`src/hdl/cac_div.sv`:
```
// Restoring bit-serial unsigned divider, one quotient bit per cycle.
// Depends on nothing; instanced by the calculator top level.
module cac_div #(
  parameter int NUM_W = 82,
  parameter int DEN_W = 64
) (
  input  logic             clk,
  input  logic             rst,
  input  logic             start,
  input  logic [NUM_W-1:0] num,
  input  logic [DEN_W-1:0] den,
  output logic             done,
  output logic [NUM_W-1:0] quot
);

  localparam int CNT_W = $clog2(NUM_W + 1);

  logic [DEN_W-1:0] rem;
  logic [DEN_W-1:0] divisor;
  logic [NUM_W-1:0] shreg;
  logic [CNT_W-1:0] count;
  logic             busy;
  logic [DEN_W:0]   trial;
  logic [DEN_W:0]   diff;
  logic             fits;

  assign trial = {rem, shreg[NUM_W-1]};
  assign diff  = trial - {1'b0, divisor};
  assign fits  = trial >= {1'b0, divisor};
  assign quot  = shreg;

  always_ff @(posedge clk) begin
    if (rst) begin
      busy  <= 1'b0;
      done  <= 1'b0;
      count <= '0;
    end else begin
      done <= 1'b0;
      if (start) begin
        busy    <= 1'b1;
        count   <= CNT_W'(NUM_W);
        rem     <= '0;
        divisor <= den;
        shreg   <= num;
      end else if (busy) begin
        rem   <= fits ? diff[DEN_W-1:0] : trial[DEN_W-1:0];
        shreg <= {shreg[NUM_W-2:0], fits};
        count <= count - 1'b1;
        if (count == CNT_W'(1)) begin
          busy <= 1'b0;
          done <= 1'b1;
        end
      end
    end
  end

  ast_done_after_busy: assert property (@(posedge clk) disable iff (rst)
    done |-> $past(busy)) else $error("divider done without a run");
  ast_no_restart: assert property (@(posedge clk) disable iff (rst)
    start |-> !busy) else $error("divider started while busy");
  ast_count_live: assert property (@(posedge clk) disable iff (rst)
    busy |-> count != '0) else $error("divider busy with zero count");

endmodule

```
`config.mk`:
```
export PLATFORM = sky130hd
export DESIGN_NAME = cac_div
export DESIGN_NICKNAME = d
export VERILOG_FILES = /design/src/hdl/cac_div.sv
export SDC_FILE = /design/constraint.sdc
export NUM_CORES = 1
export LEC_CHECK = 0
export BUFFER_PORTS_ARGS = -buffer_cell sky130_fd_sc_hd__buf_2
export CORE_MARGIN = 3
export CORE_UTILIZATION = 53
export CTS_BUF_LIST = sky130_fd_sc_hd__clkbuf_4
export DETAILED_ROUTE_END_ITERATION = 7
export GPL_TIMING_DRIVEN = 0
export PLACE_DENSITY = 0.92
export SYNTH_ARGS = -nofsm -noshare
export SYNTH_HDL_FRONTEND = slang
export SYNTH_SLANG_ARGS = --single-unit
```
`constraint.sdc`:
```
create_clock -name clk -period 8.1 [get_ports clk]
set_clock_uncertainty 0.2 [all_clocks]
set_input_delay 0.81 -clock clk [delete_from_list [all_inputs] [get_ports clk]]
set_output_delay 0.81 -clock clk [all_outputs]
set_load 0.01 [all_outputs]
```
==> out/qor.txt, run 1 <==
status - complete, no violations
TritonCTS clock tree - done
critical path depth - 13
Critical Path Sink - rem[54]
Overflow after GRT - 0
syn avg cell area - 10.8 um2
core area - 23000 um2
Syn Inst Count - 1166
syn nets - 1382
Critical Setup Path Class - flop to flop
MaxCap Viol Count - 0
Yosys reg bits - 219
post-synth top area cell - edfxtp_1
Num CTS Buffers - 59
remaining antenna violation count - 0
CP startpoint - quot[81]
Critical Path Source Type - flop
global-route wire length before repair - 56.6 mm
area of the multi-input gates - 5520 um2
most frequent cell after synthesis - edfxtp_1
Reg2Reg Depth - 13
worst path arrival time - 4.32 ns
H-tree levels - 2
leak pwr - 0.00638 uW
Clock Sinks - 219
slowest CP cell - a211oi_1
nets@finish - 1677
DRC errors left - 0
Area contributors post-synth - edfxtp_1 (50%), mux2_2 (7.3%), ha_1 (6.6%), a21oi_1 (4.6%), nand2_1 (4.0%)
post-synth top area share - 50.1%
EDFF count, synth - 210
VDD IR max - 155 uV
crit-path max FO - 6
Top Ports - 232
first-pass iteration count of the detailed router - 5
HP Class - input port to flop
Port Buf Inserts - 229
dpl cell area - 14200 um2
power consumption - 3240 uW
Post-synth top flop - edfxtp_1
Async SR Flop Fraction - 0%
Clk Tree Root Cell - clkbuf_4
sequential fraction of the synthesis area - 51.6%
Die Height - 160 um
drt total wl - 36.4 mm
worst r2r dst - rem[54]
DP Wirelength - 27.1 mm
Row Count - 55
gpl congestion - 0.956
die outline width - 160 um
fin. max-slew vios - 0
Syn-to-layout area delta - 19.2%
initial core utilization - 54.7%
maximum number of pins on one net before global-route repair - 37
final setup vio count - 0
Seq. cell area - 6490 um2
CP delay by family, top - compound AO/OA/AOI/OAI gates
total global-route track usage - 27.6%
slowest stage delay, CP - 0.47 ns
critical path endpoint category - flop
fillcell total - 1813
Via density - 5.80
Unique masters post-synth - 61
total number of vias - 10595
Final Hold Viols - 0
RSZ-0062 raised after global routing - no
Resized cells post-CTS - 0
worst skew pair latency - 0.69 ns
Worst R2R Setup Slack - 4.02 ns
f_max - 245 MHz
die area - 25600 um2
worst rel slew slack - 39.1%
post-route minimum period - 4.08 ns
clock-pin slew of the registers on the worst-case setup and hold paths - 0.09 ns
Slew @ Worst Pin - 0.912 ns
share of cells above drive strength 1 - 29.2%
number of DRC markers in iteration 0 - 927
pwr dens - 216 nW/um2
Avg WL per Cell - 19.9 um
critical path required time - 8.34 ns
Commonest cells post-synth - edfxtp_1 (210), nand2_1 (133), a21oi_1 (115)
YS warnings - 0
crit path cell chain - inv_1 > ha_1 > fa_1 > nand2b_1 > a21oi_1 > a211oi_1 > o21ai_1 > o31a_1 > a21o_1 > a31o_2 > a21boi_0 > nor4_1 > a311o_1
cts hold-fix bufs - 0
via count of the first global-routing pass - 10872
period utilisation layout - 50.4%
Crit Reg-Reg Startpoint - quot[81]
mapped cell area - 12600 um2
HP Start - den[60]
setup bufs post-CTS - 0
Finished Cell Area - 15000 um2
antenna violations before repair - 7
CTS Buffer Depth - 3
CP bufs+invs - 1
## worst min path at each step
stage | endpoint | slack (ns) | cells past startpoint
global route | divisor[10] | 0.03 | 1
global placement | count[1] | 0.35 | 2
CTS | divisor[63] | 0.04 | 1
floorplan | count[0] | 0.33 | 2
detailed placement | count[3] | 0.36 | 2
finish | divisor[60] | 0.09 | 1
## final cells by class
| type | count | area share [%] |
|---|---|---|
| Multi-Input combinational cell | 802 | 36.8 |
| Timing Repair Buffer | 234 | 8.31 |
| Inverter | 83 | 2.08 |
| Tap cell | 313 | 2.61 |
| Antenna cell | 7 | 0.117 |
| Buffer | 62 | 1.83 |
| Sequential cell | 219 | 43.3 |
| Clock inverter | 22 | 0.643 |
| Clock buffer | 86 | 4.31 |
## cells in the final DEF (no fill, tap or decap), types with 8 or more instances in the layout
| master | count |
|---|---|
| inv_1 | 83 |
| clkinv_1 | 16 |
| and3_1 | 11 |
| nand2_1 | 133 |
| nor2_1 | 51 |
| nand4_1 | 25 |
| a21oi_1 | 115 |
| mux2_2 | 81 |
| nor2b_1 | 10 |
| o21ai_0 | 44 |
| buf_2 | 244 |
| clkbuf_1 | 39 |
| o21a_1 | 8 |
| xor2_1 | 31 |
| a31oi_1 | 13 |
| nand3_1 | 25 |
| a211oi_1 | 25 |
| dfxtp_1 | 9 |
| xnor2_1 | 28 |
| ha_1 | 66 |
| clkbuf_4 | 86 |
| edfxtp_1 | 210 |
| nor3_1 | 14 |
| a21o_1 | 38 |
## logic make-up after synthesis
family	count (synthesis)	synth area share, %
DFF	219	51.6
buffers and inverters	145	4.66
AOI/OAI and AO/OA	287	14.2
muxes	81	7.25
xor gates and xnor gates	59	4.11
and+or+nand+nor	308	11.5
adders and majority gates	67	6.73
## worst register-to-register path: stages, from the launching register on
cell and delay (ns):
edfxtp_1 0.40, inv_1 0.08, ha_1 0.19, fa_1 0.19
nand2b_1 0.16, a21oi_1 0.08, a211oi_1 0.47, o21ai_1 0.32
o31a_1 0.43, a21o_1 0.25, a31o_2 0.31, a21boi_0 0.32
nor4_1 0.10, a311o_1 0.35
## report_power, final
group	internal [uW]	switching (uW)
clock	490	491
sequential	1360	49.7
combinational	342	510
## routing by layer
layer	GRT usage (%)	share of wire, %	up-vias	wire length (um)
met1	32.6	38	5024	13700
li1	-	-	4917	-
met2	47.1	49	560	17900
met4	12.5	3.8	2	1390
met3	7.42	9.2	92	3360
met5	0	0.036	-	13
## sequential cells by signal (all words and copies together), names as in the netlist
name	cells
busy	1
count	7
done	1
rem	64
divisor	64
quot	82
## through the flow
| step | hold slack, ns | cells | utilization, % | setup WS (ns) | setup TNS, ns |
|---|---|---|---|---|---|
| after floorplan | 0.330 | 1166 | - | 1.87 | 0 |
| after global placement | 0.352 | 1708 | 61.4 | -0.300 | -43.28 |
| after detailed placement | 0.358 | 1713 | 61.9 | 3.87 | 0 |
| after CTS | 0.0382 | 1821 | 65.1 | 4.01 | 0 |
| after global routing | 0.0340 | 1825 | 65.2 | 3.72 | 0 |
| final | 0.0861 | 1828 | 65.2 | 4.02 | 0 |
Power figures use the tool's default switching activity.
==> run 2: changes to the inputs <==
--- a/config.mk
+++ b/config.mk
@@ -7,11 +7,11 @@
 export LEC_CHECK = 0
 export BUFFER_PORTS_ARGS = -buffer_cell sky130_fd_sc_hd__buf_2
 export CORE_MARGIN = 3
-export CORE_UTILIZATION = 53
+export CORE_UTILIZATION = 55
 export CTS_BUF_LIST = sky130_fd_sc_hd__clkbuf_4
 export DETAILED_ROUTE_END_ITERATION = 7
 export GPL_TIMING_DRIVEN = 0
-export PLACE_DENSITY = 0.92
+export PLACE_DENSITY = 0.91
 export SYNTH_ARGS = -nofsm -noshare
 export SYNTH_HDL_FRONTEND = slang
 export SYNTH_SLANG_ARGS = --single-unit
==> constraint.sdc (replaced) <==
create_clock -name clk -period 4.2 [get_ports clk]
set_clock_uncertainty 0.2 [all_clocks]
set_input_delay 0.42 -clock clk [delete_from_list [all_inputs] [get_ports clk]]
set_output_delay 0.42 -clock clk [all_outputs]
set_load 0.01 [all_outputs]
==> run 2 against run 1 <==
- combinational power grew 110%
- sequential share of layout area shrank 4.0 points
- sequential power grew 94%
- power grew 100%
- clock-buffer cell count grew 5
- routed wire length grew 10%
- non-clock buffer count grew 149
- critical path depth shrank 1
==> out/qor.txt, run 2 (synthesis gave the netlist of run 1 again) <==
Clk Tree Root Cell - clkbuf_4 (unchanged)
commonest cells after routing, fill and taps aside - buf_2 (244), edfxtp_1 (210), dlygate4sd3_1 (147) (was buf_2 (244), edfxtp_1 (210), nand2_1 (133))
Via density - 5.85 (was 5.80)
fillcell total - 1492 (was 1813)
Top Ports - 232 (unchanged)
Avg WL per Cell - 20.6 um (was 19.9 um)
gpl congestion - 0.961 (was 0.956)
Seq. cell area - 6490 um2 (unchanged)
period utilisation layout - 94.5% (was 50.4%)
M1 wire length - 15.0 mm (was 13.7 mm)
post-route minimum period - 3.97 ns (was 4.08 ns)
maximum number of pins on one net before global-route repair - 38 (was 37)
CP startpoint - rem[2] (was quot[81])
dpl ws - 0.234 ns (was 3.87 ns)
die area - 24700 um2 (was 25600 um2)
Port Buf Inserts - 229 (unchanged)
nets@finish - 1824 (was 1677)
highest routed metal layer - met4 (was met5)
core area - 22200 um2 (was 23000 um2)
fin. max-slew vios - 0 (unchanged)
Overflow after GRT - 0 (unchanged)
Worst R2R Setup Slack - 0.23 ns (was 4.02 ns)
remaining antenna violation count - 0 (unchanged)
number of DRC markers in iteration 0 - 972 (was 927)
Reg2Reg Depth - 12 (was 13)
Syn-to-layout area delta - 31.3% (was 19.2%)
Final WS setup - 0.232 ns (was 4.02 ns)
crit-path max FO - 10 (was 6)
met2 wire len - 19.7 mm (was 17.9 mm)
MaxCap Viol Count - 0 (unchanged)
commonest non-fill, non-tap cell in the layout - buf_2 (unchanged)
status - complete, no violations (unchanged)
total number of vias - 11345 (was 10595)
pwr dens - 393 nW/um2 (was 216 nW/um2)
H-tree levels - 2 (unchanged)
Row Count - 54 (was 55)
Final Hold Viols - 0 (unchanged)
drt total wl - 40.0 mm (was 36.4 mm)
CTS Buffer Depth - 3 (unchanged)
critical path required time - 4.39 ns (was 8.34 ns)
first-pass iteration count of the detailed router - 5 (unchanged)
worst hold stages - 2 (was 1)
share of cells above drive strength 1 - 27.1% (was 29.2%)
die outline width - 157 um (was 160 um)
clock-pin slew of the registers on the worst-case setup and hold paths - 0.07 ns (was 0.09 ns)
Clock Sinks - 219 (unchanged)
met3 wire len - 3.58 mm (was 3.36 mm)
DP Wirelength - 25.8 mm (was 27.1 mm)
DRC errors left - 0 (unchanged)
initial core utilization - 56.7% (was 54.7%)
total global-route track usage - 32.2% (was 27.6%)
Slew @ Worst Pin - 0.850 ns (was 0.912 ns)
worst rel slew slack - 43.3% (was 39.1%)
final setup vio count - 0 (unchanged)
leak pwr - 0.00704 uW (was 0.00638 uW)
setup bufs post-CTS - 0 (unchanged)
HP Class - input port to flop (unchanged)
power consumption - 6490 uW (was 3240 uW)
area of the multi-input gates - 5530 um2 (was 5520 um2)
Critical Setup Path Class - flop to flop (unchanged)
worst path arrival time - 4.16 ns (was 4.32 ns)
Die Height - 157 um (was 160 um)
via count of the first global-routing pass - 11588 (was 10872)
VDD IR max - 283 uV (was 155 uV)
f_max - 252 MHz (was 245 MHz)
HP Start - den[51] (was den[60])
antenna violations before repair - 3 (was 7)
worst skew pair latency - 0.72 ns (was 0.69 ns)
Critical Path Source Type - flop (unchanged)
Crit Reg-Reg Startpoint - rem[2] (was quot[81])
critical path endpoint category - flop (unchanged)
RSZ-0062 raised after global routing - no (unchanged)
TritonCTS clock tree - done (unchanged)
final core occ - 74.5% (was 65.2%)
Num CTS Buffers - 57 (was 59)
max reg flops - 82 (unchanged)
global-route wire length before repair - 62.1 mm (was 56.6 mm)
==> run 2: cell types whose count changed in the layout (fill, tap and decap cells not counted), moves of 2 or more <==
cell,previous run,this run
a211oi_1,25,23
clkinv_1,16,13
a211oi_2,0,2
dlygate4sd3_1,0,147
clkbuf_4,86,91
clkinv_2,4,1
buf_12,5,3
diode_2,7,3
buf_16,0,4
==> run 2: path summary, 6_finish.rpt <==
path                 end
max              rem[32]
min          divisor[51]
max reg2reg      rem[32]
min reg2reg      quot[6]
==> run 2: final cells by class <==
class	count	area share, %
Clock inverter	16	0.432
Buffer	62	1.67
Sequential cell	219	39.3
Multi-Input combinational cell	802	33.5
Inverter	83	1.89
Antenna cell	3	0.0455
Clock buffer	91	4.14
Tap cell	280	2.12
Timing Repair Buffer	383	16.9
==> run 2: through the flow <==
| step | std cells | area [um2] | hold WS [ns] | setup TNS [ns] |
|---|---|---|---|---|
| 2_1_floorplan | 1166 | 12600 | 0.319 | 0 |
| 6_report | 1939 | 16500 | 0.216 | 0 |
| 3_5_place_dp | 1682 | 14300 | 0.352 | 0 |
| 4_1_cts | 1936 | 16500 | 0.175 | 0 |
| 5_1_grt | 1938 | 16500 | 0.197 | 0 |
| 3_3_place_gp | 1675 | 14100 | 0.348 | -229.03 |
==> run 2: worst max-delay path: stages (launching register included) <==
cell	delay [ns]
edfxtp_1	0.41
ha_1	0.40
nand3_1	0.15
o21bai_4	0.21
a2111o_1	0.42
and3_4	0.21
a2111o_1	0.40
a21oi_1	0.17
o2111ai_1	0.13
nand2_1	0.15
buf_2	0.30
buf_2	0.33
a211oi_1	0.15
==> run 2: repair_timing <==
item / in CTS / in global routing
endpoints found under the setup margin: 0 / 9
hold buffers: 147 / 0
hold endpoints to repair: 148 / 0
resized for setup: 0 / 3
==> run 2: power by group <==
part	internal, uW	total (uW)	switching (uW)
combinational	759	1780	1020
clock	986	1980	993
sequential	2630	2730	103
total	4370	6490	2120
==> run 2: routing by layer <==
| layer | vias to the layer above | track usage, % |
|---|---|---|
| met5 | - | 0 |
| met4 | 0 | 13.7 |
| met3 | 120 | 6.68 |
| met2 | 685 | 55.1 |
| met1 | 5352 | 39.7 |
| li1 | 5188 | - |
==> run 3: changes to the inputs <==
--- a/config.mk
+++ b/config.mk
@@ -7,11 +7,11 @@
 export LEC_CHECK = 0
 export BUFFER_PORTS_ARGS = -buffer_cell sky130_fd_sc_hd__buf_2
 export CORE_MARGIN = 3
-export CORE_UTILIZATION = 55
+export CORE_UTILIZATION = 53
 export CTS_BUF_LIST = sky130_fd_sc_hd__clkbuf_4
 export DETAILED_ROUTE_END_ITERATION = 7
 export GPL_TIMING_DRIVEN = 0
-export PLACE_DENSITY = 0.91
+export PLACE_DENSITY = 0.92
 export SYNTH_ARGS = -nofsm -noshare
 export SYNTH_HDL_FRONTEND = slang
 export SYNTH_SLANG_ARGS = --single-unit
==> constraint.sdc (replaced) <==
create_clock -name clk -period 3.5 [get_ports clk]
set_clock_uncertainty 0.2 [all_clocks]
set_input_delay 0.35 -clock clk [delete_from_list [all_inputs] [get_ports clk]]
set_output_delay 0.35 -clock clk [all_outputs]
set_load 0.01 [all_outputs]
==> run 3 against run 2 <==
- the run now ends with setup timing left
- combinational power is 37% higher
- sequential cell count stayed put
- worst setup slack worse by 0.32 ns
- largest power group unchanged
==> out/qor.txt, run 3 (synthesis gave the netlist of run 1 again) <==
total global-route track usage - 31.4% (was 32.2%)
RSZ-0062 raised after global routing - yes (was no)
critical path required time - 3.83 ns (was 4.39 ns)
Worst R2R Setup Slack - -0.08 ns (was 0.23 ns)
fillcell total - 1466 (was 1492)
final core occ - 75.4% (was 74.5%)
Critical Setup Path Class - flop to flop (unchanged)
Sw Share - 32.8% (was 32.6%)
crit-path max FO - 9 (was 10)
f_max - 279 MHz (was 252 MHz)
worst hold stages - 2 (unchanged)
Port Buf Inserts - 229 (unchanged)
worst r2r dst - rem[63] (was rem[32])
Reg power frac - 40.7% (was 42.0%)
worst path arrival time - 3.91 ns (was 4.16 ns)
Avg WL per Cell - 21.0 um (was 20.6 um)
MaxCap Viol Count - 0 (unchanged)
Clk Tree Root Cell - clkbuf_4 (unchanged)
share of cells above drive strength 1 - 33.4% (was 27.1%)
Top Ports - 232 (unchanged)
H-tree levels - 2 (unchanged)
fin cells - 1999 (was 1939)
drt total wl - 42.1 mm (was 40.0 mm)
die outline width - 160 um (was 157 um)
post-route minimum period - 3.58 ns (was 3.97 ns)
Num CTS Buffers - 58 (was 57)
first-pass iteration count of the detailed router - 5 (unchanged)
Critical Path Source Type - flop (unchanged)
clock-pin slew of the registers on the worst-case setup and hold paths - 0.07 ns (about the same)
Finished Cell Area - 17300 um2 (was 16500 um2)
Final WS setup - -0.0831 ns (was 0.232 ns)
fin. max-slew vios - 0 (unchanged)
Overflow after GRT - 0 (unchanged)
Worst Hold Path EP - divisor[52] (was divisor[51])
Final Hold Viols - 0 (unchanged)
antenna violations before repair - 3 (unchanged)
Slew @ Worst Pin - 0.948 ns (was 0.850 ns)
commonest non-fill, non-tap cell in the layout - buf_2 (unchanged)
TritonCTS clock tree - done (unchanged)
Crit Reg-Reg Startpoint - rem[37] (was rem[2])
max reg flops - 82 (unchanged)
initial core utilization - 54.7% (was 56.7%)
Syn-to-layout area delta - 37.8% (was 31.3%)
DRC errors left - 0 (unchanged)
HP Start - den[52] (was den[51])
Placed Cells - 1714 (was 1682)
period utilisation layout - 102% (was 94.5%)
dpl cell area - 14300 um2 (about the same)
total number of vias - 11777 (was 11345)
core area - 23000 um2 (was 22200 um2)
CTS Buffer Depth - 3 (unchanged)
dpl ws - -0.486 ns (was 0.234 ns)
Comb power frac - 30.3% (was 27.5%)
nets@finish - 1857 (was 1824)
maximum number of pins on one net before global-route repair - 37 (was 38)
DP Wirelength - 25.8 mm (about the same)
pwr dens - 465 nW/um2 (was 393 nW/um2)
worst skew pair latency - 0.72 ns (about the same)
Row Count - 55 (was 54)
final setup vio count - 42 (was 0)
commonest cells after routing, fill and taps aside - buf_2 (230), edfxtp_1 (210), dlygate4sd3_1 (148) (was buf_2 (244), edfxtp_1 (210), dlygate4sd3_1 (147))
critical path endpoint category - flop (unchanged)
Die Height - 160 um (was 157 um)
die area - 25600 um2 (was 24700 um2)
Reg2Reg Depth - 12 (unchanged)
Int Pwr - 5420 uW (was 4370 uW)
Clock Sinks - 219 (unchanged)
remaining antenna violation count - 0 (unchanged)
number of DRC markers in iteration 0 - 1220 (was 972)
gpl congestion - 0.964 (was 0.961)
VDD IR max - 370 uV (was 283 uV)
status - finished, violations left (was complete, no violations)
Via density - 5.89 (was 5.85)
failing checks - setup timing
via count of the first global-routing pass - 11930 (was 11588)
leak pwr - 0.00728 uW (was 0.00704 uW)
global-route wire length before repair - 64.2 mm (was 62.1 mm)
worst rel slew slack - 36.7% (was 43.3%)
Sw Pwr - 2640 uW (was 2120 uW)
power share of the clock group - 28.9% (was 30.5%)
HP Class - input port to flop (unchanged)
-- run 3: cell count changes in the layout (fill, tap and decap cells not counted), moves of 10 or more --
cell / change
buf_4: +34
ha_4: +10
nand2_2: +13
a21oi_1: -17
ha_1: -17
nand2_1: -13
a21oi_2: +16
buf_2: -14
-- run 3: cell type report --
| type | instances | area (um2) | share of cell area, % |
|---|---|---|---|
| antenna | 3 | 7.51 | 0.0433 |
| buffer | 58 | 424 | 2.45 |
| clock buffer | 89 | 668 | 3.85 |
| clock inverter | 13 | 62.6 | 0.361 |
| inverter | 83 | 312 | 1.80 |
| multi-input combinational | 802 | 5930 | 34.2 |
| sequential | 219 | 6490 | 37.4 |
| tap | 313 | 392 | 2.26 |
| timing repair buffer | 419 | 3060 | 17.6 |
-- run 3: timing repair --
item	CTS	global route
hold buffers	148	0
endpoints found under the setup margin	65	65
resized for setup	54	84
buffers inserted	19	18
pin swaps	26	22
hold endpoints to repair	155	0
cloned	1	0
-- run 3: critical path, stage by stage, from the launching register on --
cell	delay [ns]
edfxtp_1	0.39
ha_1	0.31
buf_6	0.14
nand4_1	0.14
or2_1	0.27
or3_1	0.40
a2111o_1	0.40
a21oi_2	0.15
o2111ai_2	0.14
and2_4	0.18
buf_8	0.14
or4_1	0.48
nand4_1	0.10
-- run 3: power groups by stage --
stage	registers, uW	clock network, uW	logic [uW]
after global routing	3300	2470	2640
after global placement	3310	0	1840
after floorplan	3310	0	1350
final	3280	2330	2440
after CTS	3260	2290	2220
after detailed placement	3310	0	1930
-- run 3: stage by stage --
stage	TNS, ns	total power (uW)	hold slack, ns
detailed placement	-24.86	5240	0.328
CTS	-3.21	7770	0.113
global placement	-220.04	5160	0.327
finish	-1.69	8060	0.144
global route	-7.28	8410	0.134
floorplan	-16.57	4670	0.249
-- run 3: metal layers --
| metal | vias up | track usage (%) | routed length [um] |
|---|---|---|---|
| li1 | 5266 | - | - |
| met1 | 5536 | 38.5 | 15400 |
| met2 | 819 | 51.6 | 20400 |
| met3 | 156 | 6.56 | 3860 |
| met4 | 0 | 18.2 | 2390 |
| met5 | - | 0 | 0 |
-- run 3: how the worst max path moves through the flow --
stage | start | to
finish | rem[37] | rem[63]
global route | rem[29] | rem[60]
CTS | divisor[1] | rem[54]
detailed placement | divisor[22] | rem[29]
global placement | start | quot[15]
floorplan | start | quot[0]
